**src/eel_pkg.sv**
```systemverilog
// shared constants, op codes and control/status types for the encoder event logger
package eel_pkg;

  // record ring geometry
  localparam int RING_DEPTH = 512;
  localparam int PTR_W      = $clog2(RING_DEPTH);
  localparam logic [PTR_W-1:0] PTR_LAST = PTR_W'(RING_DEPTH - 1);

  // field widths
  localparam int OP_W   = 2;
  localparam int TIME_W = 32;
  localparam int POS_W  = 32;
  localparam int STEP_W = 2;

  // stream widths
  localparam int IN_TDATA_W   = 40;
  localparam int IN_TUSER_W   = OP_W;
  localparam int OUT_TDATA_W  = 104;
  localparam int OUT_TUSER_W  = 3;

  // op codes carried in tuser
  localparam logic [OP_W-1:0] OP_EDGE1 = 2'd0;
  localparam logic [OP_W-1:0] OP_EDGE2 = 2'd1;
  localparam logic [OP_W-1:0] OP_POP   = 2'd2;
  localparam logic [OP_W-1:0] OP_NONE  = 2'd3;

  // step codes
  localparam logic [STEP_W-1:0] STEP_ZERO = 2'b00;
  localparam logic [STEP_W-1:0] STEP_UP   = 2'b01;
  localparam logic [STEP_W-1:0] STEP_DOWN = 2'b11;

  // controller to datapath commands
  typedef struct packed {
    logic capture;   // latch the incoming transaction
    logic finish;    // execute edge / empty pop / no-op and load the result
    logic rd_issue;  // start the registered ring read
    logic pop_done;  // load the popped record and advance the read pointer
  } eel_cmd_t;

  // datapath to controller status
  typedef struct packed {
    logic pop_read;  // held op is a pop and the ring holds a record
    logic out_free;  // output register can take a result this cycle
  } eel_stat_t;

endpackage

```
**src/eel_ctrl.sv**
```systemverilog
// controller state machine sequencing capture, execute and ring read
module eel_ctrl
  import eel_pkg::*;
(
  input  logic      clk,
  input  logic      rst_n,
  input  logic      in_tvalid,
  output logic      in_tready,
  input  eel_stat_t stat,
  output eel_cmd_t  cmd
);

  typedef enum logic [1:0] {
    ST_IDLE,
    ST_EXEC,
    ST_POPW
  } state_t;

  state_t state_r, state_nxt;
  logic   in_tready_r, in_tready_nxt;

  // next state and commands
  always_comb begin
    state_nxt     = state_r;
    in_tready_nxt = in_tready_r;
    cmd           = '0;
    case (state_r)
      ST_IDLE: begin
        if (in_tvalid && in_tready_r) begin
          cmd.capture   = 1'b1;
          state_nxt     = ST_EXEC;
          in_tready_nxt = 1'b0;
        end
      end
      ST_EXEC: begin
        if (stat.pop_read) begin
          cmd.rd_issue = 1'b1;
          state_nxt    = ST_POPW;
        end else if (stat.out_free) begin
          cmd.finish    = 1'b1;
          state_nxt     = ST_IDLE;
          in_tready_nxt = 1'b1;
        end
      end
      ST_POPW: begin
        if (stat.out_free) begin
          cmd.pop_done  = 1'b1;
          state_nxt     = ST_IDLE;
          in_tready_nxt = 1'b1;
        end
      end
      default: begin
        state_nxt     = ST_IDLE;
        in_tready_nxt = 1'b1;
      end
    endcase
  end

  // state and registered ready
  always_ff @(posedge clk) begin
    if (!rst_n) begin
      state_r     <= ST_IDLE;
      in_tready_r <= 1'b1;
    end else begin
      state_r     <= state_nxt;
      in_tready_r <= in_tready_nxt;
    end
  end

  assign in_tready = in_tready_r;

endmodule

```
**config.mk**
```make
export PLATFORM = sky130hd
export DESIGN_NAME = eel_ctrl
export DESIGN_NICKNAME = d
export VERILOG_FILES = /design/src/eel_pkg.sv /design/src/eel_ctrl.sv
export SDC_FILE = /design/constraint.sdc
export NUM_CORES = 1
export LEC_CHECK = 0
export BUFFER_PORTS_ARGS = -buffer_cell sky130_fd_sc_hd__clkbuf_2
export CORE_AREA = 2 2 39 41
export CTS_BUF_LIST = sky130_fd_sc_hd__clkbuf_4 sky130_fd_sc_hd__clkbuf_8
export DETAILED_ROUTE_END_ITERATION = 10
export DIE_AREA = 0 0 41 43
export GPL_ROUTABILITY_DRIVEN = 0
export HOLD_SLACK_MARGIN = 0.12
export PLACE_DENSITY_LB_ADDON = 0.25
export SYNTH_ARGS = -nofsm -noshare
export SYNTH_HDL_FRONTEND = slang
export SYNTH_SLANG_ARGS = --single-unit
```
**constraint.sdc**
```tcl
create_clock -name clk -period 4.35 [get_ports clk]
set_input_delay 0.435 -clock clk [delete_from_list [all_inputs] [get_ports clk]]
set_output_delay 0.435 -clock clk [all_outputs]
set_load 0.01 [all_outputs]
```
==> metrics.md, run 1 <==
| Metric | Value |
|---|---|
| Mean Syn Cell Area | 8.21 um^2 |
| Max Freq | 561 MHz |
| First-pass GRT wire length | 924 um |
| CP Class | reg2out |
| Switching share of power | 28.6% |
| Power density cells | 324 nW/um^2 |
| Worst slew pin tran | 0.203 ns |
| Yosys warnings | 0 |
| Synth Net Count | 41 |
| Final ANT Viol Nets | 0 |
| Starting Density | 19.0% |
| RR Startpoint | state_r[0] |
| Final Skew | 0.00415 ns |
| Post-CTS Hold Buffers | 0 |
| DRT Pass-1 Iters | 4 |
| Area growth, synth to finish | 36.2% |
| Routed wire per std cell | 9.15 um |
| Post-CTS sizing | 0 |
| Yosys reg bits | 3 |
| Worst Setup End Kind | primary output |
| Worst slew margin | 86.5% |
| Clock Pin Slew Worst Setup and Hold Paths | 0.04 ns |
| Psw | 33.2 uW |
| Count of different cell masters after synthesis | 21 |
| First DRT Iteration DRCs | 3 |
| Largest net degree at the start of global routing | 8 |
| Combinational Power Share | 22.1% |
| Cts bufs inserted | 3 |
| CP max stage delay | 0.39 ns |
| Worst vdd ir | 0.0000531 V |
| GRT overflow | 0 |
| Ports | 10 |
| FF/Latch Area | 60.1 um^2 |
| CP delay by family, top | flip-flops |
| Nets | 55 |
| CTS Buffer Depth | 2 |
| Period utilisation layout | 41.0% |
| Yosys top cell by area | dfxtp_1 |
| Fillcell total | 153 |
| Clk root buf | clkbuf_4 |
| Die X-Extent | 41 um |
| Bufs and invs on worst path | 2 |
| Top_reg_cell synth | dfxtp_1 |
| List of most frequent post-synthesis cells | 4 x ha_1, 3 x dfxtp_1, 3 x inv_1, 3 x nand3_1 |
| IO Port Bufs | 9 |
| Area of the multi-input gates | 188 um^2 |
| # diodes | 0 |
| Status | finished, final reports clean |
| Hold Vio Cnt, Final | 0 |
| CTS tree | done |
| Max-Cap Viols | 0 |
| Critical Path Source | state_r[1] |
| Post-Syn Instances | 32 |
| Ys async rst share | 0% |
| Via count | 277 |
| Post-synthesis sequential area ratio | 22.9% |
| HP Class | in2reg |
| Row count | 14 |
| Area share of the largest cell type after synthesis | 22.9% |
| Post-DP HPWL | 446 um |
| Leakage | 0.170 nW |
| Max-slew violations | 0 |
| Setup TNS | 0 ns |
| Synth Cell Area | 263 um^2 |
| CP Cell Sequence | inv_1 -> ha_1 -> nor2b_1 -> and2_1 -> clkbuf_2 |
| Die height | 43 um |
| Postcts setup bufs | 0 |
| Final min period | 1.78 ns |
| P_int | 82.9 uW |
| Worst skew pair latency | 0.24 ns |
| Residual DRC | 0 |
| Core area | 1380 um^2 |
| Share of cells above drive strength 1 | 35.6% |
| Worst Hold Launch | rst_n |
| Initial antenna violation count | 0 |
| RSZ-0062 raised after global routing | false |
| DR vias/cell | 4.54 |
| CP max stage cell | dfxtp_1 |
| Crit start category | flip-flop |
| # clock sinks | 3 |
| GRT Util Overall | 7.90% |
| Number of global-route vias before repair | 252 |
| Post-synth EDFFs | 0 |
| Count leader, synth | ha_1 |
| CP Max Fanout | 5 |
| Req. time, crit path | 3.91 ns |
| # H-tree levels | 1 |
| Die ar. | 1760 um^2 |
| Final Power | 116 uW |
| Final setup violation count | 0 |
| Reg power frac | 28.6% |
| Clock Power Share | 49.3% |
| WL final | 558 um |
| Worst EP arrival | 1.35 ns |
| Synth top area cells | dfxtp_1 23%, ha_1 19%, nand3_1 5.7% |
-- power by group through the flow --
stage	clock network (mW)	registers (mW)	logic, mW
2_1_floorplan	0	0.0336	0.0165
3_3_place_gp	0	0.0338	0.0264
3_5_place_dp	0	0.0337	0.0261
4_1_cts	0.0582	0.0333	0.0260
5_1_grt	0.0626	0.0341	0.0295
6_report	0.0572	0.0332	0.0256
-- metal layers --
| metal | wire length [um] | vias to the layer above | part of all wire [%] | track usage (%) |
|---|---|---|---|---|
| met5 | 0 | - | 0 | 0 |
| met4 | 2 | 0 | 0.36 | 6.00 |
| met3 | 53 | 2 | 9.5 | 3.14 |
| met2 | 276 | 11 | 49 | 11.9 |
| met1 | 226 | 122 | 41 | 8.25 |
| li1 | - | 142 | - | - |
-- cells by family after synthesis --
logic type                 synth area share [%]
AOI/OAI and AO/OA                          16.7
buffers and inverters                      5.71
adders and majority gates                  19.0
DFF                                        22.9
and+or+nand+nor                            35.7
-- area by class of cell --
class                   count  share of cell area, %
multi-input cells          25                   52.4
flip-flops and latches      3                   16.8
repair buffers              9                   12.6
clock buffers               4                   8.39
well taps                  16                   5.59
inverters                   4                   4.20
-- flip-flops by register name (all words and copies together), names as in the netlist --
| register | flops |
|---|---|
| state_r | 2 |
| in_tready | 1 |
-- cell usage in the layout, fill, tap and decap left out, drive strengths merged --
cell    synthesis  final
o31ai           1      1
a21oi           1      1
dfxtp           3      3
o21bai          1      1
a221o           1      1
nor2b           2      2
nand4b          1      1
nor2            1      1
and3            1      1
or4             1      1
inv             4      4
a31oi           1      1
ha              4      4
clkbuf          0     13
and2            2      2
nand2b          1      1
o211ai          1      1
nand3           3      3
nand2           3      3
-- worst paths after layout --
| path | slack, ns | depth (start not counted) | endpoint |
|---|---|---|---|
| worst max-delay path | 2.57 | 5 | cmd[2] |
| worst min-delay path | 0.37 | 2 | in_tready |
| worst max register to register | 2.91 | 5 | in_tready |
| worst min register to register | 0.53 | 2 | state_r[1] |
-- stage by stage --
step                hold slack [ns]  setup slack (ns)  util [%]  area, um^2  instances
floorplan                     0.485              2.97         -         263         32
global placement              0.527              2.81      23.7         328         57
detailed placement            0.514              2.83      23.7         328         57
CTS                           0.368              2.56      25.9         358         61
global route                  0.383              2.47      25.9         358         61
finish                        0.369              2.57      25.9         358         61
Note: power is estimated with default switching activity, not from simulation.
==> run 2, diff against run 1 <==
Settings changed: ABC_AREA from default to 1.
Clock period 4.35 ns to 1.5 ns, I/O delays scaled along.
==> run 2 against run 1 <==
- cell count is 21% higher
- critical path depth stayed put
- die area stayed put
- clock power grew to 3.0 times the previous value
- critical endpoint is now cmd[3]
- via count is 2.5% higher
- largest power group is now combinational cells
==> metrics.md, run 2 <==
| Metric | Value |
|---|---|
| # H-tree levels | 1 (unchanged) |
| Residual DRC | 0 (unchanged) |
| Clock Pin Slew Worst Setup and Hold Paths | 0.04 ns (about the same) |
| FF-to-FF setup slack | 0.26 ns (was 2.91 ns) |
| Final Skew | 0.00708 ns (was 0.00415 ns) |
| Die ar. | 1760 um^2 (unchanged) |
| Power density cells | 1200 nW/um^2 (was 324 nW/um^2) |
| Die X-Extent | 41 um (unchanged) |
| Worst Setup End Kind | primary output (unchanged) |
| Postcts setup bufs | 0 (unchanged) |
| Ports | 10 (unchanged) |
| IO Port Bufs | 9 (unchanged) |
| Reg with most FFs | state_r (unchanged) |
| Area share of the largest cell type after synthesis | 20.6% (was 22.9%) |
| Synth Cell Area | 292 um^2 (was 263 um^2) |
| Final Power | 483 uW (was 116 uW) |
| Worst EP arrival | 1.25 ns (was 1.35 ns) |
| HP Class | in2reg (unchanged) |
| Post-Syn Instances | 44 (was 32) |
| Largest net degree at the start of global routing | 6 (was 8) |
| Share of cells above drive strength 1 | 39.7% (was 35.6%) |
| Initial antenna violation count | 0 (unchanged) |
| DRT Pass-1 Iters | 2 (was 4) |
| CTS tree | done (unchanged) |
| Post-synth EDFFs | 0 (unchanged) |
| Count leader, synth | inv_1 (was ha_1) |
| # diodes | 0 (unchanged) |
| WL final | 600 um (was 558 um) |
| Most frequent cells in the layout | 11 x inv_1, 9 x nand2_1, 9 x clkbuf_2, 4 x clkbuf_4 (was 9 x clkbuf_2, 4 x ha_1, 4 x clkbuf_4) |
| Routed wire per std cell | 8.11 um (was 9.15 um) |
| Status | finished, final reports clean (unchanged) |
| DR vias/cell | 3.84 (was 4.54) |
| Hold Vio Cnt, Final | 0 (unchanged) |
| Synth top area cells | dfxtp_1 21%, ha_1 17%, inv_1 14% (was dfxtp_1 23%, ha_1 19%, nand3_1 5.7%) |
| Final setup violation count | 0 (unchanged) |
| Yosys top cell by area | dfxtp_1 (unchanged) |
| Nets | 68 (was 55) |
| GRT Util Overall | 8.02% (was 7.90%) |
| Max Freq | 714 MHz |
| Worst slew pin tran | 0.175 ns (was 0.203 ns) |
| # clock sinks | 3 (unchanged) |
| Count of different cell masters after synthesis | 14 (was 21) |
| Yosys reg bits | 3 (unchanged) |
| Synth Net Count | 53 (was 41) |
| Top_reg_cell synth | dfxtp_1 (unchanged) |
| Post-DP HPWL | 475 um (was 446 um) |
| CP Max Fanout | 4 (was 5) |
| Post-synthesis sequential area ratio | 20.6% (was 22.9%) |
| Setup TNS | 0 ns (unchanged) |
| Crit start category | flip-flop (unchanged) |
| GRT overflow | 0 (unchanged) |
| First-pass GRT wire length | 910 um (was 924 um) |
| Max-slew violations | 0 (unchanged) |
| Worst skew pair latency | 0.24 ns (about the same) |
| Core area | 1380 um^2 (unchanged) |
| Hold_ws | 0.279 ns (was 0.369 ns) |
| First DRT Iteration DRCs | 1 (was 3) |
| Ys async rst share | 0% (unchanged) |
| Max reg flops | 2 (unchanged) |
| Most common cell after layout, fill and taps aside | inv_1 (was clkbuf_2) |
| Clk root buf | clkbuf_4 (unchanged) |
| Yosys warnings | 0 (unchanged) |
| Area of the multi-input gates | 191 um^2 (was 188 um^2) |
| FF/Latch Area | 61.3 um^2 (was 60.1 um^2) |
| Final ANT Viol Nets | 0 (unchanged) |
| CTS Buffer Depth | 2 (unchanged) |
| Worst vdd ir | 0.000211 V (was 0.0000531 V) |
| RSZ-0062 raised after global routing | false (unchanged) |
| Period utilisation layout | 93.4% |
| Starting Density | 21.1% (was 19.0%) |
| Req. time, crit path | 1.35 ns (was 3.91 ns) |
| Row count | 14 (unchanged) |
| Final min period | 1.40 ns |
| Via count | 284 (was 277) |
| Cts bufs inserted | 3 (unchanged) |
| Fillcell total | 160 (was 153) |
| Leakage | 0.226 nW (was 0.170 nW) |
| Area growth, synth to finish | 38.2% (was 36.2%) |
| Number of global-route vias before repair | 238 (was 252) |
| Mean Syn Cell Area | 6.63 um^2 (was 8.21 um^2) |
| Worst slew margin | 88.2% (was 86.5%) |
| List of most frequent post-synthesis cells | 11 x inv_1, 10 x nand2_1, 4 x ha_1, 3 x dfxtp_1, 3 x nor2_1 (was 4 x ha_1, 3 x dfxtp_1, 3 x inv_1, 3 x nand3_1) |
| CP Class | reg2out (unchanged) |
| Die height | 43 um (unchanged) |
| Max-Cap Viols | 0 (unchanged) |
run 2: layer usage:
metal	wire [um]	vias up	part of all wire (%)	GRT usage [%]
li1	-	157	-	-
met5	0	-	0	0
met3	21	2	3.5	1.57
met4	23	0	3.8	8.00
met2	282	9	47	11.9
met1	273	116	46	8.63
run 2: area by class of cell:
| class | count | area share [%] |
|---|---|---|
| Sequential cell | 3 | 15.2 |
| Timing Repair Buffer | 10 | 13.7 |
| Clock buffer | 4 | 7.45 |
| Tap cell | 16 | 4.97 |
| Inverter | 12 | 11.2 |
| Multi-Input combinational cell | 29 | 47.5 |
run 2: power breakdown:
group          internal (mW)  switching (mW)
registers             0.0973          0.0198
logic                 0.0816           0.116
clock network          0.118          0.0507
run 2: worst paths after layout:
| check | endpoint | depth (start not counted) | start |
|---|---|---|---|
| worst max-delay path | cmd[3] | 5 | state_r[1] |
| worst min register to register | state_r[1] | 2 | state_r[1] |
| worst min-delay path | state_r[1] | 4 | stat[0] |
| worst max register to register | state_r[1] | 5 | state_r[0] |
run 2: critical path: stages (launching register included):
cell and delay (ns):
dfxtp_2 0.33, inv_1 0.14, ha_1 0.22, inv_1 0.07, nor2_1 0.11, clkbuf_2 0.14
run 2: cells by family (layout without fill, tap and decap cells):
logic type	after synthesis	in the layout	share of synthesized area, %
AO/OA/AOI/OAI	6	6	16.7
AND/OR/NAND/NOR	19	19	30.0
adder cells (fa/ha/maj)	4	4	17.2
buffers and inverters	12	26	15.4
flip-flops	3	3	20.6
run 2: repair_timing:
action | 4_1_cts | 5_1_grt
endpoints found under the setup margin | 0 | 3
resized for setup | 0 | 3
hold buffers | 1 | 0
hold endpoints to repair | 1 | 0
run 2: per-stage QoR:
stage	setup slack (ns)	cell area [um^2]	util, %	std cells
after detailed placement	0.230	357	25.8	69
after floorplan	0.313	292	-	44
after global placement	0.214	357	25.8	69
after CTS	0.000472	397	28.7	74
final	0.0996	403	29.1	74
after global routing	0.0228	403	29.1	74
==> run 3, diff against run 2 <==
Settings changed: CAP_MARGIN from default to 20, RECOVER_POWER from default to 100.
==> run 3 against run 2 <==
- worst hold slack improved by 0.0092 ns
- flip-flop and latch count unchanged
- critical path type unchanged
- die area unchanged
- global-route usage unchanged
- clock skew about the same
- count of clock-buffer cells in the layout unchanged
- maximum frequency decreased by 0.52%
==> metrics.md, run 3 (synthesized netlist as in run 2, its figures left out) <==
| Metric | Value |
|---|---|
| Status | finished, final reports clean (unchanged) |
| WL final | 608 um (was 600 um) |
| Req. time, crit path | 1.35 ns (about the same) |
| GRT overflow | 0 (unchanged) |
| Worst slew margin | 88.2% (about the same) |
| DRT Pass-1 Iters | 2 (unchanged) |
| Ports | 10 (unchanged) |
| CTS tree | done (unchanged) |
| Worst slew pin tran | 0.175 ns (about the same) |
| Area growth, synth to finish | 35.2% (was 38.2%) |
| GRT Util Overall | 8.02% (unchanged) |
| Via count | 285 (was 284) |
| DR vias/cell | 3.85 (was 3.84) |
| HP Class | in2reg (unchanged) |
| Max-Cap Viols | 0 (unchanged) |
| Die X-Extent | 41 um (unchanged) |
| Final setup violation count | 0 (unchanged) |
| Die height | 43 um (unchanged) |
| Bufs and invs on worst path | 3 (unchanged) |
| Post-DP Area | 357 um^2 (unchanged) |
| Post-DP HPWL | 475 um (unchanged) |
| Period utilisation layout | 93.8% (was 93.4%) |
| Power density cells | 1210 nW/um^2 (was 1200 nW/um^2) |
| Share of cells above drive strength 1 | 32.8% (was 39.7%) |
| CTS Buffer Depth | 2 (unchanged) |
| Hold Vio Cnt, Final | 0 (unchanged) |
| Cts bufs inserted | 3 (unchanged) |
| Row count | 14 (unchanged) |
| Worst skew pair latency | 0.24 ns (about the same) |
| CP delay by family, top | buffers and inverters (unchanged) |
| Met2 wire len | 281 um (was 282 um) |
| Most frequent cells in the layout | 11 x inv_1, 9 x nand2_1, 6 x clkbuf_2, 4 x clkbuf_4 (was 11 x inv_1, 9 x nand2_1, 9 x clkbuf_2, 4 x clkbuf_4) |
| Max Freq | 710 MHz (was 714 MHz) |
| Max reg flops | 2 (unchanged) |
| Max-slew violations | 0 (unchanged) |
| Wl on met1 | 281 um (was 273 um) |
| Final Skew | 0.00709 ns (was 0.00708 ns) |
| IO Port Bufs | 9 (unchanged) |
| Crit start category | flip-flop (unchanged) |
| Worst EP arrival | 1.26 ns (was 1.25 ns) |
| CP Cell Sequence | inv_1 -> ha_2 -> nand2_2 -> inv_1 -> clkbuf_1 (was inv_1 -> ha_1 -> inv_1 -> nor2_1 -> clkbuf_2) |
| Clk root buf | clkbuf_4 (unchanged) |
| Worst vdd ir | 0.000210 V (was 0.000211 V) |
| # H-tree levels | 1 (unchanged) |
| CP max stage cell | dfxtp_2 (unchanged) |
| # clock sinks | 3 (unchanged) |
| Crit path top cell by count | inv_1 (unchanged) |
| Top layer in use | met4 (unchanged) |
| Largest net degree at the start of global routing | 6 (unchanged) |
| Final Cell Area | 394 um^2 (was 403 um^2) |
| Die ar. | 1760 um^2 (unchanged) |
| CP Max Fanout | 4 (unchanged) |
| CP Class | reg2out (unchanged) |
| Clock Pin Slew Worst Setup and Hold Paths | 0.04 ns (about the same) |
| CP max stage delay | 0.33 ns (about the same) |
| Postcts setup bufs | 0 (unchanged) |
| Final cell count without fillers | 74 (unchanged) |
| Core area | 1380 um^2 (unchanged) |
| Routed wire per std cell | 8.22 um (was 8.11 um) |
| First DRT Iteration DRCs | 1 (unchanged) |
| Starting Density | 21.1% (unchanged) |
| Most common cell after layout, fill and taps aside | inv_1 (unchanged) |
| Reg with most FFs | state_r (unchanged) |
| Initial antenna violation count | 0 (unchanged) |
| Nets | 68 (unchanged) |
| Setup TNS | 0 ns (unchanged) |
| Met3 wire len | 22 um (was 21 um) |
| RSZ-0062 raised after global routing | false (unchanged) |
| Residual DRC | 0 (unchanged) |
| # diodes | 0 (unchanged) |
| Worst Setup End Kind | primary output (unchanged) |
| Final min period | 1.41 ns (was 1.40 ns) |
| Final ANT Viol Nets | 0 (unchanged) |
| First-pass GRT wire length | 910 um (unchanged) |
| Leakage | 0.216 nW (was 0.226 nW) |
| Placed Instances | 69 (unchanged) |
| Fillcell total | 164 (was 160) |
| Number of global-route vias before repair | 238 (unchanged) |
run 3: cell counts in the layout (fill, tap and decap cells not counted):
No cell type changed its count.
run 3: power breakdown:
group / total (mW) / internal, mW / switching, mW
logic: 0.190 / 0.0777 / 0.112
registers: 0.117 / 0.0973 / 0.0197
clock network: 0.169 / 0.118 / 0.0507
run 3: worst min-delay path, stage by stage:
cell and delay, ns:
clkbuf_2 0.08, nand2_2 0.05, nand2_2 0.07, nand3_1 0.08, nand3_1 0.06
run 3: what timing repair did:
item                                    in CTS  in global routing
hold buffers                                 1                  0
resized for setup                            0                  3
endpoints found under the hold margin        1                  0
endpoints found under the setup margin       0                  3
run 3: layer usage:
metal	global-route usage, %	vias up
met5	0	-
met4	8.00	0
met3	1.57	2
met2	11.9	9
met1	8.63	117
li1	-	157
run 3: final timing paths:
check,startpoint,end,slack (ns),cells past startpoint
max,state_r[1],cmd[1],0.09,5
max reg2reg,state_r[0],state_r[1],0.25,5
min reg2reg,state_r[1],state_r[1],0.50,2
min,in_tvalid,in_tready,0.29,5
run 3: area by class of cell:
cell class              count  area, um^2  area share [%]
well taps                  16        20.0            5.08
multi-input cells          29         186            47.3
clock buffers               4        30.0            7.62
inverters                  12        45.0            11.4
flip-flops and latches      3        61.3            15.6
repair buffers             10        51.3            13.0
run 3: per-stage QoR:
stage               power [mW]  util (%)  worst slack (ns)  hold WS [ns]
floorplan                0.257         -             0.313         0.234
detailed placement       0.310      25.8             0.230         0.345
global placement         0.317      25.8             0.214         0.344
finish                   0.476      28.5            0.0923         0.288
global route             0.522      28.5            0.0194         0.310
CTS                      0.488      28.7          0.000472         0.276
